$ cat src/rtl/serpentine_error_diffusion_rgb_defines.svh
// Assertion macros for the serpentine error diffusion block.
// Used by the top level; no other dependencies.
`ifndef SERPENTINE_ERROR_DIFFUSION_RGB_DEFINES_SVH
`define SERPENTINE_ERROR_DIFFUSION_RGB_DEFINES_SVH

`ifndef SYNTH
`define SEDRGB_ASSERT(label, clk, rst_n, prop) \
	label: assert property (@(posedge clk) disable iff (!rst_n) prop) \
		else $error("sedrgb assertion failed");
`define SEDRGB_ASSERT_IMPL(label, clk, rst_n, ante, cons) \
	label: assert property (@(posedge clk) disable iff (!rst_n) (ante) |-> (cons)) \
		else $error("sedrgb implication failed");
`else
`define SEDRGB_ASSERT(label, clk, rst_n, prop)
`define SEDRGB_ASSERT_IMPL(label, clk, rst_n, ante, cons)
`endif

`endif

$ cat src/rtl/sedrgb_pkg.sv
// Shared constants, types and the share function for the error diffusion block.
// No dependencies.
`timescale 1ns / 1ps

package sedrgb_pkg;

	localparam int MAX_WIDTH = 1024;
	localparam int COL_W     = $clog2(MAX_WIDTH);
	localparam int LW_W      = 11;
	localparam int FH_W      = 16;
	localparam int PIX_W     = 8;
	localparam int NUM_CH    = 3;
	localparam int FRAC_BITS = 4;
	localparam int ERR_W     = 14;
	localparam int ACC_W     = 16;

	localparam logic signed [ACC_W-1:0] FULL_SCALE = ACC_W'(255 << FRAC_BITS);
	localparam logic signed [ACC_W-1:0] HALF_SCALE = ACC_W'(255 << (FRAC_BITS - 1));

	localparam logic [3:0] W_AHEAD  = 4'd7;
	localparam logic [3:0] W_BELOW  = 4'd5;
	localparam logic [3:0] W_BEHIND = 4'd3;
	localparam logic [3:0] W_DIAG   = 4'd1;

	localparam logic [LW_W-1:0] MAX_WIDTH_V = LW_W'(MAX_WIDTH);

	typedef enum logic {
		REG_LINE_WIDTH   = 1'b0,
		REG_FRAME_HEIGHT = 1'b1
	} reg_idx_t;

	typedef logic signed [ERR_W-1:0] err_t;
	typedef logic [NUM_CH*ERR_W-1:0] err_line_t;

	typedef struct packed {
		logic has_ahead;
		logic last_row;
	} chan_ctl_t;

	// Weighted share in sixteenths, rounded toward minus infinity.
	function automatic err_t share(input err_t e, input logic [3:0] wt);
		logic signed [ERR_W+4:0] p;
		begin
			p = e * $signed({1'b0, wt});
			share = ERR_W'(p >>> 4);
		end
	endfunction

endpackage

$ cat src/rtl/sedrgb_chan.sv
// Per-channel threshold and Floyd-Steinberg error split for one pixel.
// Depends on sedrgb_pkg.
`timescale 1ns / 1ps

module sedrgb_chan
	import sedrgb_pkg::*;
(
	input  logic [PIX_W-1:0] pix,
	input  err_t             below_in,
	input  err_t             ahead_in,
	input  err_t             diag_in,
	input  err_t             pend_in,
	input  chan_ctl_t        ctl,
	output logic             dot,
	output err_t             ahead_out,
	output err_t             diag_out,
	output err_t             pend_out,
	output err_t             behind_out
);

	logic signed [ACC_W-1:0] pix_ext;
	logic signed [ACC_W-1:0] acc;
	err_t                    e;

	assign pix_ext = $signed(ACC_W'(pix) << FRAC_BITS);
	assign acc     = pix_ext + ACC_W'(below_in) + ACC_W'(ahead_in);
	assign dot     = (acc >= HALF_SCALE);
	assign e       = ERR_W'(acc - (dot ? FULL_SCALE : '0));

	assign ahead_out  = ctl.has_ahead ? share(e, W_AHEAD) : '0;
	assign pend_out   = ctl.last_row ? diag_in : err_t'(diag_in + share(e, W_BELOW));
	assign behind_out = ctl.last_row ? pend_in : err_t'(pend_in + share(e, W_BEHIND));
	assign diag_out   = (ctl.has_ahead && !ctl.last_row) ? share(e, W_DIAG) : '0;

endmodule

$ cat config.mk
export PLATFORM = sky130hd
export DESIGN_NAME = sedrgb_chan
export DESIGN_NICKNAME = d
export VERILOG_FILES = /design/src/rtl/serpentine_error_diffusion_rgb_defines.svh /design/src/rtl/sedrgb_pkg.sv /design/src/rtl/sedrgb_chan.sv
export SDC_FILE = /design/constraint.sdc
export NUM_CORES = 1
export LEC_CHECK = 0
export BUFFER_PORTS_ARGS = -buffer_cell sky130_fd_sc_hd__buf_2
export CAP_MARGIN = 15
export CORE_MARGIN = 2
export CORE_UTILIZATION = 58
export DETAILED_ROUTE_END_ITERATION = 16
export PLACE_DENSITY_LB_ADDON = 0.3
export SLEW_MARGIN = 10
export SYNTH_ARGS = -nofsm -noshare
export SYNTH_HDL_FRONTEND = slang
export SYNTH_SLANG_ARGS = --single-unit
$ cat constraint.sdc
create_clock -name vclk -period 21.1
set_input_delay 6.33 -clock vclk [all_inputs]
set_output_delay 6.33 -clock vclk [all_outputs]
set_load 0.01 [all_outputs]
Yosys cells after proc, flatten, opt, wreduce, memory -nomap -nowiden --
Cells that the tools add are included.
Storage, ports and cells: flip-flop bits (word level) 0, input port bits 66, logic and storage cells 16
Cells by class: $add $sub $neg 5, multiply operators 3, $lt $le $gt $ge 1, muxes and demuxes 5, reduce and logical (&&, ||, !) cells 2
Operators with widths (count):
- $mux 14 | 4
- $mul 14x4->18 const B | 2
- $mul 14x3->17 const B | 1
- $add 15x14->16 | 1
- $ge 16x12->1 const B | 1
- $add 13x14->15 | 1
- $add 14x13->14 | 1
- $add 14x14->14 | 1
- $sub 14x12->14 | 1
- $mux 12 | 1
- $logic_and 1x1->1 | 1
- $logic_not 1->1 | 1

Depth between registers and ports, before layout --
depth in word-level cells 8, gate-level depth with buffers 37, gate-level depth less buffers 37

Worst setup path after synthesis --
OpenSTA, ideal clock, no wires.
path kind input-to-output, start point in pix[0], end point out pend_out[13], data arrival time 13895 ps, path slack 875 ps, cell stages on the path 31, path through inv_1 > fa_1 > inv_1 > ha_1 > a2111oi_4 > o31ai_2 > a2111o_1 > a21o_1 > a21o_2 > o41ai_1 > mux2_2 > ha_1 > nor2b_1 > o31a_1 > o31a_2 > o311a_2 > a21oi_2 > inv_1 > xnor2_1 > ha_1 > o41ai_1 > xnor2_1 > ha_1 > and2_1 > a31o_2 > a41o_1 > o41ai_1 > o21ai_0 > xor2_1 > nor2_1 > xor2_1
On the way: longest elaborated chain between the ends 8
RTL lines:
- from (decl) | RTL line sedrgb_chan.sv:8 | input logic [PIX_W-1:0] pix,
- $add 13x14->15 * | RTL line sedrgb_chan.sv:26 | assign acc = pix_ext + ACC_W'(below_in) + ACC_W'(ahead_in);
- $add 15x14->16 * | RTL line sedrgb_chan.sv:26
- $ge 16x12->1 | RTL line sedrgb_chan.sv:27 | assign dot = (acc >= HALF_SCALE);
- $mux 12 | RTL line sedrgb_chan.sv:28 | assign e = ERR_W'(acc - (dot ? FULL_SCALE : '0));
- $sub 14x12->14 * | RTL line sedrgb_chan.sv:28
- $mul 14x4->18 * | RTL line sedrgb_pkg.sv:44 | p = e * $signed({1'b0, wt});
- $add 14x14->14 * | RTL line sedrgb_chan.sv:31 | assign pend_out = ctl.last_row ? diag_in : err_t'(diag_in + share(e, W_BELOW));
- $mux 14 * | RTL line sedrgb_chan.sv:31
- to (decl) | RTL line sedrgb_chan.sv:17 | output err_t pend_out,
Every way passes the cells marked *; elsewhere a longest branch is shown, timed or not.

Worst setup path after layout --
Same ends and word-level chain as after synthesis.

==> qor.txt <==
Largest net degree at the start of global routing: 52
Commonest non-fill, non-tap cell in the layout: buf_2
Worst slew pin tran: 0.560 ns
Final wirelength: 11.9 mm
Tmin final: 20.63 ns
1st-iter DRT viols: 206
Total Nets Final: 971
Post-Syn Nets: 851
Die span in x: 96.8 µm
Register Area: 0 µm²
Initial antenna violation count: 0
Worst EP arrival: 14.30 ns
Worst Setup End Kind: output pin
CP Launch Type: input port
Detail Route Antenna Nets: 0
Critical path's slowest cell: fa_1
First-pass GRT wire length: 20.9 mm
DR vias/cell: 5.65
Setup Buffers After CTS: 0
Diodes inserted: 0
Die height: 96.8 µm
Synth Cell Area: 5000 µm²
Drt wl/cell: 13.6 µm
GP Congestion: 0.856
Setup Viol. Count Final: 0
DPL Wire Length: 10.4 mm
Via count: 4,939
Outcome: completed
CP Capture Point: pend_out[13]
Vias in the first global route: 4,933
RSZ-0062 raised after global routing: false
Setup CP Type: input port to output pin
Rel. slew slack: 61.7%
Starting density of the core: 60.2%
CP max stage delay: 0.53 ns
Synth top area cells: ha_1 (28%), fa_1 (9.6%), xnor2_1 (7.7%)
Crit path max fanout: 8
Core ar.: 8300 µm²
Share of the synthesized area in the top cell type: 27.5%
Critical path startpoint: pix[0]
CP delay by family, top: compound AO/OA/AOI/OAI gates
GRT Util Overall: 25.0%
Drt drc: 0
IO Count: 123
Levels on crit path: 33
Required time worst endpoint: 14.77 ns
Max-slew violations: 0
Final hold violation count: 0
Total gr overflow: 0
I/O Buffers: 123
Area growth syn-to-layout: 15.4%
Hold Path Class: input port to output pin
Most frequent cells in the layout: buf_2 (123), ha_1 (110), inv_1 (66), nor2_1 (61), o21ai_0 (51)
CLK BUF: 0
Sequential-to-total area share from yosys stat: 0%
Ys Warns: 0
Tcrit/Tclk final: 97.8%
Max-cap viol count: 0
Setup TNS: 0 ns
Fmax: 0.0485 GHz
Die ar.: 9380 µm²
Netlist cell types: 60
Post-synthesis average cell area: 7.68 µm²
Row count: 33
Seq cells: 0
Cell mode on critical path: ha_1
CP bufs+invs: 5
Largest area contributor in the netlist: ha_1
Share of cells above drive strength 1: 20.9%
Router iterations before antenna repair: 4
Mapped Cells: 651
==> timing repair <==
| item | in CTS | in global routing |
|---|---|---|
| gates resized for setup | 0 | 5 |
| endpoints found under the setup margin | 0 | 2 |
| hold buffers | 0 | 0 |
==> logic make-up (layout without fill, tap and decap cells) <==
logic type                 Yosys count  count (layout)  synth area share (%)
muxes                                6               6                  1.33
buffers and inverters               79             197                  6.38
xor gates and xnor gates            76              76                  14.3
AOI/OAI and AO/OA                  175             175                  23.5
and+or+nand+nor                    181             181                  17.4
adders and majority gates          134             134                  37.1
==> per-layer routing <==
| metal | vias to the layer above | wire length [µm] | GRT usage, % |
|---|---|---|---|
| li1 | 2535 | - | - |
| met1 | 2252 | 5330 | 31.6 |
| met3 | 16 | 571 | 1.52 |
| met2 | 136 | 5870 | 47.6 |
| met4 | 0 | 153 | 2.71 |
| met5 | - | 0 | 0 |
==> through the flow <==
stage                     worst slack [ns]  instances  hold slack [ns]  area (µm²)  util, %
final                                0.473        874            12.93        5770     69.5
after global routing                0.0204        874            12.95        5770     69.5
after global placement               0.530        874            12.93        5740     69.1
after floorplan                      0.875        651            12.74        5000        -
after detailed placement             0.164        874            12.93        5740     69.1
after CTS                            0.123        874            12.93        5740     69.1
==> cells in the mapped netlist (all sizes together) (6+ instances only) <==
cell    count
a21o       17
a21oi      41
and2       16
and3        6
clkbuf      8
fa         24
ha        110
inv        66
nand2      39
nand2b      9
nand3      12
nor2       61
nor2b       8
nor3       14
o211ai      7
o21a       13
o21ai      51
o21bai      6
o41ai       8
xnor2      44
xor2       29
==> layout make-up <==
cell class	instances	area, µm²
multi-input cells	572	4710
fillers	703	2530
repair buffers	131	676
inverters	66	248
well taps	105	131
==> worst min-delay path, cell delays in order <==
cell and delay (ns):
buf_2 0.08, xor2_1 0.05, buf_2 0.13
==> worst min path at each step <==
stage	cells after the start	end	startpoint	slack, ns
6_report	3	behind_out[13]	pend_in[13]	12.93
5_1_grt	3	behind_out[13]	pend_in[13]	12.95
4_1_cts	3	behind_out[13]	pend_in[13]	12.93
3_5_place_dp	3	behind_out[13]	pend_in[13]	12.93
3_3_place_gp	3	pend_out[13]	diag_in[13]	12.93
2_1_floorplan	1	behind_out[13]	pend_in[13]	12.74
Power is not shown: default switching activity piles up to over one toggle a cycle in this logic, so the estimate is an artifact.
